--- src/rtl/core/ft12_pkg.sv ---
// ----------------------------------------------------------------------------
// ft12_pkg
// Shared types and constants for the FT1.2 frame checker.
// ----------------------------------------------------------------------------
`default_nettype none

package ft12_pkg;

    localparam logic [7:0] START_VAR = 8'h68;
    localparam logic [7:0] START_FIX = 8'h10;
    localparam logic [7:0] END_MARK  = 8'h16;

    typedef enum logic [1:0] {
        KIND_VAR   = 2'd0,
        KIND_FIX   = 2'd1,
        KIND_OTHER = 2'd2
    } kind_t;

    typedef enum logic [2:0] {
        ST_OK        = 3'd0,
        ST_LEN_DIFF  = 3'd1,
        ST_SIZE      = 3'd2,
        ST_START2    = 3'd3,
        ST_END       = 3'd4,
        ST_CHECKSUM  = 3'd5,
        ST_SHORT     = 3'd6
    } status_t;

    // Packed so that frame_kind lands in the lowest bits of the result word.
    typedef struct packed {
        logic [10:0] byte_count;
        logic [7:0]  control_byte;
        status_t     status;
        kind_t       frame_kind;
    } result_t;

endpackage

`default_nettype wire

--- src/rtl/core/ft12_acc.sv ---
// ----------------------------------------------------------------------------
// ft12_acc
// Chunk state accumulator and frame checks for one received byte per cycle with advance high.
// ----------------------------------------------------------------------------
`default_nettype none

module ft12_acc
    import ft12_pkg::*;
#(
    parameter int MAX_BYTES = 1024
) (
    input  wire logic       aclk,
    input  wire logic       aresetn,
    input  wire logic       advance,
    input  wire logic [7:0] rx_byte,
    input  wire logic       last_byte,
    output result_t         result
);

    localparam int CNT_W = $clog2(MAX_BYTES + 1);

    logic [CNT_W-1:0] idx_reg, idx_next, idx_kept;
    logic [7:0] lead_reg, lead_next, lead_kept;
    logic [7:0] len1_reg, len1_next, len1_kept;
    logic [7:0] len2_reg, len2_next, len2_kept;
    logic [7:0] start2_reg, start2_next, start2_kept;
    logic [7:0] ctrl_reg, ctrl_next, ctrl_kept;
    logic [7:0] usum_reg, usum_next, usum_kept;
    logic [7:0] fsum_reg, fsum_next, fsum_kept;
    logic [7:0] prev_reg, prev_next, prev_kept;
    logic [7:0] prev2_reg, prev2_next, prev2_kept;

    logic        take;
    logic [31:0] n_ext;
    status_t     var_status;
    status_t     fix_status;

    assign take = advance && (32'(idx_reg) < 32'(MAX_BYTES));

    // State after this byte is kept (bytes past the buffer size are dropped).
    always_comb begin
        idx_kept    = idx_reg;
        lead_kept   = lead_reg;
        len1_kept   = len1_reg;
        len2_kept   = len2_reg;
        start2_kept = start2_reg;
        ctrl_kept   = ctrl_reg;
        usum_kept   = usum_reg;
        fsum_kept   = fsum_reg;
        prev_kept   = prev_reg;
        prev2_kept  = prev2_reg;
        if (take) begin
            idx_kept   = idx_reg + CNT_W'(1);
            prev_kept  = rx_byte;
            prev2_kept = prev_reg;
            if (idx_reg == CNT_W'(0)) begin
                lead_kept = rx_byte;
            end
            if (idx_reg == CNT_W'(1)) begin
                len1_kept = rx_byte;
                if (lead_reg == START_FIX) begin
                    ctrl_kept = rx_byte;
                end
            end
            if (idx_reg == CNT_W'(2)) begin
                len2_kept = rx_byte;
            end
            if (idx_reg == CNT_W'(3)) begin
                start2_kept = rx_byte;
            end
            if (idx_reg == CNT_W'(4) && lead_reg == START_VAR) begin
                ctrl_kept = rx_byte;
            end
            if (idx_reg == CNT_W'(1) || idx_reg == CNT_W'(2)) begin
                fsum_kept = fsum_reg + rx_byte;
            end
            // The user sum trails by two bytes so checksum and end are never summed.
            if (idx_reg >= CNT_W'(6)) begin
                usum_kept = usum_reg + prev2_reg;
            end
        end
    end

    always_comb begin
        idx_next    = idx_reg;
        lead_next   = lead_reg;
        len1_next   = len1_reg;
        len2_next   = len2_reg;
        start2_next = start2_reg;
        ctrl_next   = ctrl_reg;
        usum_next   = usum_reg;
        fsum_next   = fsum_reg;
        prev_next   = prev_reg;
        prev2_next  = prev2_reg;
        if (advance) begin
            if (last_byte) begin
                idx_next    = '0;
                lead_next   = '0;
                len1_next   = '0;
                len2_next   = '0;
                start2_next = '0;
                ctrl_next   = '0;
                usum_next   = '0;
                fsum_next   = '0;
                prev_next   = '0;
                prev2_next  = '0;
            end else begin
                idx_next    = idx_kept;
                lead_next   = lead_kept;
                len1_next   = len1_kept;
                len2_next   = len2_kept;
                start2_next = start2_kept;
                ctrl_next   = ctrl_kept;
                usum_next   = usum_kept;
                fsum_next   = fsum_kept;
                prev_next   = prev_kept;
                prev2_next  = prev2_kept;
            end
        end
    end

    always_ff @(posedge aclk) begin
        if (!aresetn) begin
            idx_reg    <= '0;
            lead_reg   <= '0;
            len1_reg   <= '0;
            len2_reg   <= '0;
            start2_reg <= '0;
            ctrl_reg   <= '0;
            usum_reg   <= '0;
            fsum_reg   <= '0;
            prev_reg   <= '0;
            prev2_reg  <= '0;
        end else begin
            idx_reg    <= idx_next;
            lead_reg   <= lead_next;
            len1_reg   <= len1_next;
            len2_reg   <= len2_next;
            start2_reg <= start2_next;
            ctrl_reg   <= ctrl_next;
            usum_reg   <= usum_next;
            fsum_reg   <= fsum_next;
            prev_reg   <= prev_next;
            prev2_reg  <= prev2_next;
        end
    end

    assign n_ext = 32'(idx_kept);

    // The first failing check decides the status.
    always_comb begin
        if (n_ext < 32'd3) begin
            var_status = ST_SHORT;
        end else if (len1_kept != len2_kept) begin
            var_status = ST_LEN_DIFF;
        end else if (32'(len1_kept) + 32'd6 != n_ext) begin
            var_status = ST_SIZE;
        end else if (start2_kept != START_VAR) begin
            var_status = ST_START2;
        end else if (prev_kept != END_MARK) begin
            var_status = ST_END;
        end else if (prev2_kept != usum_kept) begin
            var_status = ST_CHECKSUM;
        end else begin
            var_status = ST_OK;
        end
    end

    always_comb begin
        if (n_ext < 32'd3) begin
            fix_status = ST_SHORT;
        end else if (prev_kept != END_MARK) begin
            fix_status = ST_END;
        end else if (prev2_kept != fsum_kept) begin
            fix_status = ST_CHECKSUM;
        end else begin
            fix_status = ST_OK;
        end
    end

    always_comb begin
        result.byte_count   = n_ext[10:0];
        result.control_byte = ctrl_kept;
        if (lead_kept == START_VAR) begin
            result.frame_kind = KIND_VAR;
            result.status     = var_status;
        end else if (lead_kept == START_FIX) begin
            result.frame_kind = KIND_FIX;
            result.status     = fix_status;
        end else begin
            result.frame_kind = KIND_OTHER;
            result.status     = ST_OK;
        end
    end

endmodule

`default_nettype wire

--- src/rtl/core/ft12_frame_checker_unit.sv ---
// A chunk's last byte passes the input register, then its result is registered.
// Throughput: one byte per cycle; a full, unread result register stops only a
// byte that closes a chunk. The input register, the 8-bit checksum adds and the
// result register set that figure.
// Reset: aresetn is synchronous and active low; it empties both registers and
// clears all chunk state.
// ----------------------------------------------------------------------------
// ft12_frame_checker_unit
// Checks link byte chunks as FT1.2 variable or fixed frames; others go unchecked.
// ----------------------------------------------------------------------------
`default_nettype none

module ft12_frame_checker_unit
    import ft12_pkg::*;
#(
    parameter int MAX_BYTES = 1024
) (
    input  wire logic        aclk,
    input  wire logic        aresetn,
    input  wire logic        s_tvalid,
    output logic             s_tready,
    input  wire logic [7:0]  s_tdata,  // [7:0] rx_byte
    input  wire logic        s_tlast,  // last_byte
    output logic             m_tvalid,
    input  wire logic        m_tready,
    output logic [23:0]      m_tdata   // [1:0] frame_kind, [4:2] status,
                                       // [12:5] control_byte, [23:13] byte_count
);

    logic       in_valid_reg, in_valid_next;
    logic [7:0] in_byte_reg;
    logic       in_last_reg;
    logic       out_valid_reg, out_valid_next;
    result_t    res_reg;
    result_t    res_comb;
    logic       advance;

    // A byte only waits when it closes a chunk and the previous result is unread.
    assign advance  = in_valid_reg && (!in_last_reg || !out_valid_reg || m_tready);
    assign s_tready = !in_valid_reg || advance;

    ft12_acc #(
        .MAX_BYTES(MAX_BYTES)
    ) u_acc (
        .aclk     (aclk),
        .aresetn  (aresetn),
        .advance  (advance),
        .rx_byte  (in_byte_reg),
        .last_byte(in_last_reg),
        .result   (res_comb)
    );

    always_comb begin
        in_valid_next = in_valid_reg;
        if (s_tready) begin
            in_valid_next = s_tvalid;
        end
        out_valid_next = out_valid_reg;
        if (advance && in_last_reg) begin
            out_valid_next = 1'b1;
        end else if (m_tready) begin
            out_valid_next = 1'b0;
        end
    end

    always_ff @(posedge aclk) begin
        if (!aresetn) begin
            in_valid_reg  <= 1'b0;
            out_valid_reg <= 1'b0;
        end else begin
            in_valid_reg  <= in_valid_next;
            out_valid_reg <= out_valid_next;
        end
    end

    always_ff @(posedge aclk) begin
        if (s_tvalid && s_tready) begin
            in_byte_reg <= s_tdata;
            in_last_reg <= s_tlast;
        end
        if (advance && in_last_reg) begin
            res_reg <= res_comb;
        end
    end

    assign m_tvalid = out_valid_reg;
    assign m_tdata  = res_reg;

endmodule

`default_nettype wire

--- config.mk ---
export PLATFORM = sky130hd
export DESIGN_NAME = ft12_frame_checker_unit
export DESIGN_NICKNAME = d
export VERILOG_FILES = /design/src/rtl/core/ft12_pkg.sv /design/src/rtl/core/ft12_acc.sv /design/src/rtl/core/ft12_frame_checker_unit.sv
export SDC_FILE = /design/constraint.sdc
export NUM_CORES = 1
export LEC_CHECK = 0
export ABC_AREA = 1
export BUFFER_PORTS_ARGS = -buffer_cell sky130_fd_sc_hd__buf_2
export CAP_MARGIN = 0
export CORE_UTILIZATION = 45
export DETAILED_ROUTE_END_ITERATION = 10
export GPL_TIMING_DRIVEN = 0
export PLACE_DENSITY = 0.6
export SYNTH_ARGS = -nofsm -noshare
export SYNTH_HDL_FRONTEND = slang
export SYNTH_SLANG_ARGS = --single-unit
--- constraint.sdc ---
create_clock -name aclk -period 3 [get_ports aclk]
set_input_delay 0.6 -clock aclk [delete_from_list [all_inputs] [get_ports aclk]]
set_output_delay 0.6 -clock aclk [all_outputs]
set_load 0.005 [all_outputs]
Word-level counts from Yosys, hierarchy flattened:

Index checks and enable logic that the tools add are counted.

* flip-flop bits (word level): 118
* input port bits: 13
* output and inout port bits: 26
* word-level logic and storage cells: 95

* $add $sub $neg: 4
* $lt $le $gt $ge: 3
* equal/unequal tests: 14
* multiplexer cells: 42
* reductions and logical operators: 14

Operator list (number)
* $mux W8: 27
* $ne A32 B11 Y1: 1
* $mux W3: 9
* $ne A8 B8 Y1: 3
* $eq A11 B2 Y1 const B: 2
* $mux W11: 2
* $add A8 B8 Y8: 2
* $eq A8 B5 Y1 const B: 2
* $eq A8 B7 Y1 const B: 2
* $add A11 B1 Y11 const B: 1
* $eq A11 B1 Y1 const B: 1
* $eq A11 B3 Y1 const B: 1
* $ge A11 B3 Y1 const B: 1
* $logic_not A11 Y1: 1
* $lt A11 B11 Y1 const B: 1
* $lt A11 B2 Y1 const B: 1
* $mux W5: 2
* $add A8 B3 Y9 const B: 1
* $ne A8 B5 Y1 const B: 1
* $ne A8 B7 Y1 const B: 1
* $logic_and A1 B1 Y1: 5
* $logic_or A1 B1 Y1: 4
* $logic_not A1 Y1: 3
* $mux W1: 2
* $reduce_bool A2 Y1: 1

Depth between registers and ports, before layout:

* depth after elaboration: 14
* mapped depth: 23
* mapped depth without buffers: 23

Cells and area by module:

A second synthesis with hierarchy kept.

* cells, all modules: 1043
* area total of the unflattened synthesis: 7218.2 um2

Modules (own cells, without submodules)
* ft12_acc: times used 1, cells an instance 992, area an instance 6108.4 um2, sequential area each 1661.6 um2
* ft12_frame_checker_unit: times used 1, cells an instance 51, area an instance 1109.8 um2, sequential area each 1031.0 um2

Worst setup path before layout:

Ideal clock, no wire load.

* path type: input port to flip-flop
* start point: input port m_tready
* end point: register res_reg, in the netlist m_tdata[3] (data pin)
* library setup time: 0.257 ns
* data arrival time: 2.521 ns
* data required time: 2.743 ns
* slack: 0.222 ns
* stages: 20
* path buffers: 0
* cell sequence: inv_1 nand3_1 nand2_2 nor2_8 nand3_4 nand2_1 nand2_2 ha_1 inv_1 nand2_1 nand2_1 nor2_1 nand2_1 nor2_1 nand3_1 or2_0 nor2_2 nand2_1 nand3_1 o21ai_1

RTL lines
* from (decl): line ft12_frame_checker_unit.sv:25 `input wire logic m_tready,`
* to (signal assigned): line ft12_frame_checker_unit.sv:82 `res_reg <= res_comb;`
* to (decl): line ft12_frame_checker_unit.sv:34 `result_t res_reg;`

==> results by group <==
Outcome
  – Outcome: complete, no violations

Synthesis
  – Top-area cell type share of the netlist area: 24.32%
  – Synth area leader: dfxtp_1
  – Top area cells in the synthesized netlist: dfxtp_1 (24%), nand2_1 (16%), edfxtp_1 (14%)
  – Avg Inst Size Synth: 6.936 µm²
  – Seq/Total Area, Yosys: 38.48%
  – Mux share of post-synthesis cell area: 0.2861%
  – Largest family of logic cells by synthesized area: simple AND/OR/NAND/NOR gates
  – Synth unique cells: 44
  – Adder-Cell Fraction of Synth Area: 3.969%
  – Simple-Gate Fraction of Synth Area: 30.29%
  – Area of the mapped netlist: 6998 µm²
  – Syn Inst Count: 1009
  – Compound-gate portion of the synthesized area: 12.96%
  – Synth Area in XOR/XNOR: 3.630%
  – Seq cells post-synth: 118
  – Commonest cells post-synth: nand2_1 (303), inv_1 (140), dfxtp_1 (85)
  – Top-count cell post-synth: nand2_1
  – Top_reg_cell synth: dfxtp_1
  – Synth warnings: 0
  – Syn Nets: 1043
  – Post-synth EDFFs: 33
  – Ys async rst share: 0%

Detailed routing
  – DR vias: 6692
  – DRC errors left: 0
  – Post-DRT Antenna Nets: 0
  – Vias per inst: 5.176
  – DRT iter0 DRCs: 464
  – DR WL/cell: 15.70 µm
  – First-pass DRT Iterations: 5
  – Routed WL: 20.30 mm

Power
  – Reg power frac: 43.3%
  – Power Density: 471.9 nW/µm²
  – Clock power share: 47.0%
  – Overall Power: 3.902 mW
  – Int Pwr: 2.934 mW
  – Sw Pwr: 0.9676 mW
  – Max VDD drop: 0.3741 mV
  – Lkg Pwr: 3.615 nW
  – Logic pwr share: 9.7%
  – Sw frac: 24.80%

Setup path
  – Worst setup path startpoint: in_last_reg$_DFFE_PP_
  – Worst Setup End Kind: register
  – Critical path startpoint category: register
  – Crit Path Class: register to register
  – Crit path max fanout: 10
  – Req. time, crit path: 3.18 ns
  – Crit path DAT: 3.00 ns
  – Worst r2r path cells: 15
  – Terminus of the critical flop-to-flop path: m_tdata[4]$_DFFE_PP_
  – R2r setup slk: 0.17 ns
  – RR Startpoint: in_last_reg$_DFFE_PP_

STA
  – FMAX: 0.3539 GHz
  – Final Setup Violations: 0
  – Slew @ Worst Pin: 1.095 ns
  – Setup Skew: 0.01465 ns
  – Final Hold Viols: 0
  – Final Cycle Share: 94.19%
  – Unrepaired setup endpoints after global routing: false
  – Final Max Tran Viols: 0
  – Relative slew slack: 26.90%
  – Final min period: 2.826 ns

Global route
  – Number of global-route vias before repair: 6175
  – First-pass GRT wire length: 31.80 mm
  – Largest net degree at the start of global routing: 27
  – Gr ovfl total: 0
  – GR Util All Layers: 26.28%
  – Initial antenna violation count: 0

Place
  – HPWL after DPL: 14.76 mm
  – Placed Area: 7423 µm²
  – Number of I/O port buffers: 38
  – GP Congestion: 0.8770

Floorplanning
  – # IOs: 39
  – Die X: 126.7 µm
  – Die Y: 126.7 µm
  – DIE AREA: 16050 µm²
  – Initial Util: 46.03%
  – Standard-cell rows: 45
  – Core ar.: 15200 µm²

Clock tree
  – H-tree depth: 4
  – Clock net sink count: 118
  – Clock Path Buffers: 2
  – TritonCTS buffer count: 17
  – CTS tree: yes
  – Clock-pin slew on the worst setup and hold paths: 0.05 ns
  – Root buf cell: clkbuf_16
  – Clock latency on the worst-skew pair: 0.42 ns

Layout
  – N_diodes: 0
  – Area Growth Syn to Fin: 18.15%
  – Post-layout nets: 1127
  – Max FFs per register: 24
  – Share of layout cells above drive strength 1: 14.39%
  – Design Area, Final: 8268 µm²

Run
  – Max Cap Violations: 0

Hold path
  – Hold_sp: s_tdata[2]
  – Hold Path End: in_byte_reg[2]$_DFFE_PP_
  – Hold Path Class: primary input to register
  – WHS Path Cells: 1
-- power groups by stage --
stage	clock [mW]	sequential, mW	combinational [mW]
floorplan	0	1.71	0.228
CTS	1.87	1.69	0.349
detailed placement	0	1.72	0.336
finish	1.83	1.69	0.378
global route	1.94	1.69	0.416
global placement	0	1.72	0.337
-- metal layers --
metal | vias to the layer above | wire [µm] | track usage (%)
met4 | 0 | 859 | 13.24
met1 | 3031 | 8943 | 33.06
met2 | 193 | 9245 | 42.09
li1 | 3423 | - | -
met3 | 45 | 1255 | 6.453
met5 | - | 0 | 0
-- placed cells by master (no fill, tap or decap), types with 5 or more instances in the layout --
master,netlist,final
nand2_1,303,299
inv_1,140,137
dfxtp_1,85,79
a21oi_1,74,74
nor2_1,66,64
nand3_1,58,55
o21ai_0,53,51
buf_2,2,40
edfxtp_1,33,33
clkbuf_1,25,32
buf_4,5,28
xor2_1,22,22
o22ai_1,21,21
nand4_1,21,21
ha_1,19,17
clkbuf_16,0,17
or2_2,12,12
o21ai_1,8,10
nand2_2,7,9
buf_6,4,7
xnor2_1,7,7
nor2_2,5,6
nor3_1,6,5
inv_2,3,5
-- how the worst max path moves through the flow --
stage | slack [ns] | endpoint
CTS | 0.02 | m_tdata[3]$_DFFE_PP_
detailed placement | -0.44 | m_tdata[3]$_DFFE_PP_
global route | 0.005 | m_tdata[3]$_DFFE_PP_
floorplan | 0.22 | m_tdata[3]$_DFFE_PP_
finish | 0.17 | m_tdata[4]$_DFFE_PP_
global placement | -0.43 | m_tdata[4]$_DFFE_PP_
-- timing repair --
item,CTS,global route
gates resized for setup,9,25
hold buffers,0,0
buffers inserted,11,16
pin swaps,4,19
setup endpoints to repair,3,3
gates cloned,0,0
-- cell families after synthesis --
group	count (synthesis)
DFF	118
AOI/OAI and AO/OA	169
xor gates and xnor gates	29
adders and majority gates	21
muxes	2
buffers and inverters	180
and+or+nand+nor	490
-- per-stage QoR --
stage	TNS [ns]	setup WS (ns)	hold slack, ns	utilization (%)	std cells
after floorplan	0	0.2218	0.4453	-	1009
after global placement	-1.260	-0.4261	0.4534	48.83	1235
after detailed placement	-1.320	-0.4418	0.4557	48.83	1235
after CTS	0	0.02051	0.3400	53.02	1277
after global routing	0	0.004740	0.3312	54.39	1293
final	0	0.1742	0.3486	54.39	1293
-- worst max-delay path: stages (launching register included) --
cell and delay, ns:
edfxtp_1 0.40, nand3_2 0.12, nand3_2 0.13, buf_4 0.22, buf_6 0.15, buf_6 0.14, o21ai_0 0.23, nand3_1 0.16
nor4_2 0.47, nand4_1 0.22, nand2_1 0.11, inv_1 0.04, nand2_1 0.06, nand2_1 0.05, nand2_1 0.06, nand2_1 0.05
-- final cells by class --
| cell class | instances | area [µm²] |
|---|---|---|
| plain buffers | 36 | 190.2 |
| inverters | 144 | 543.0 |
| repair buffers | 65 | 412.9 |
| well taps | 188 | 235.2 |
| clock buffers | 25 | 465.4 |
| multi-input cells | 711 | 3660 |
| flip-flops and latches | 118 | 2705 |
| clock inverters | 6 | 56.30 |
| fillers | 1511 | 6934 |
No activity file was read; power rests on OpenSTA's default activity.
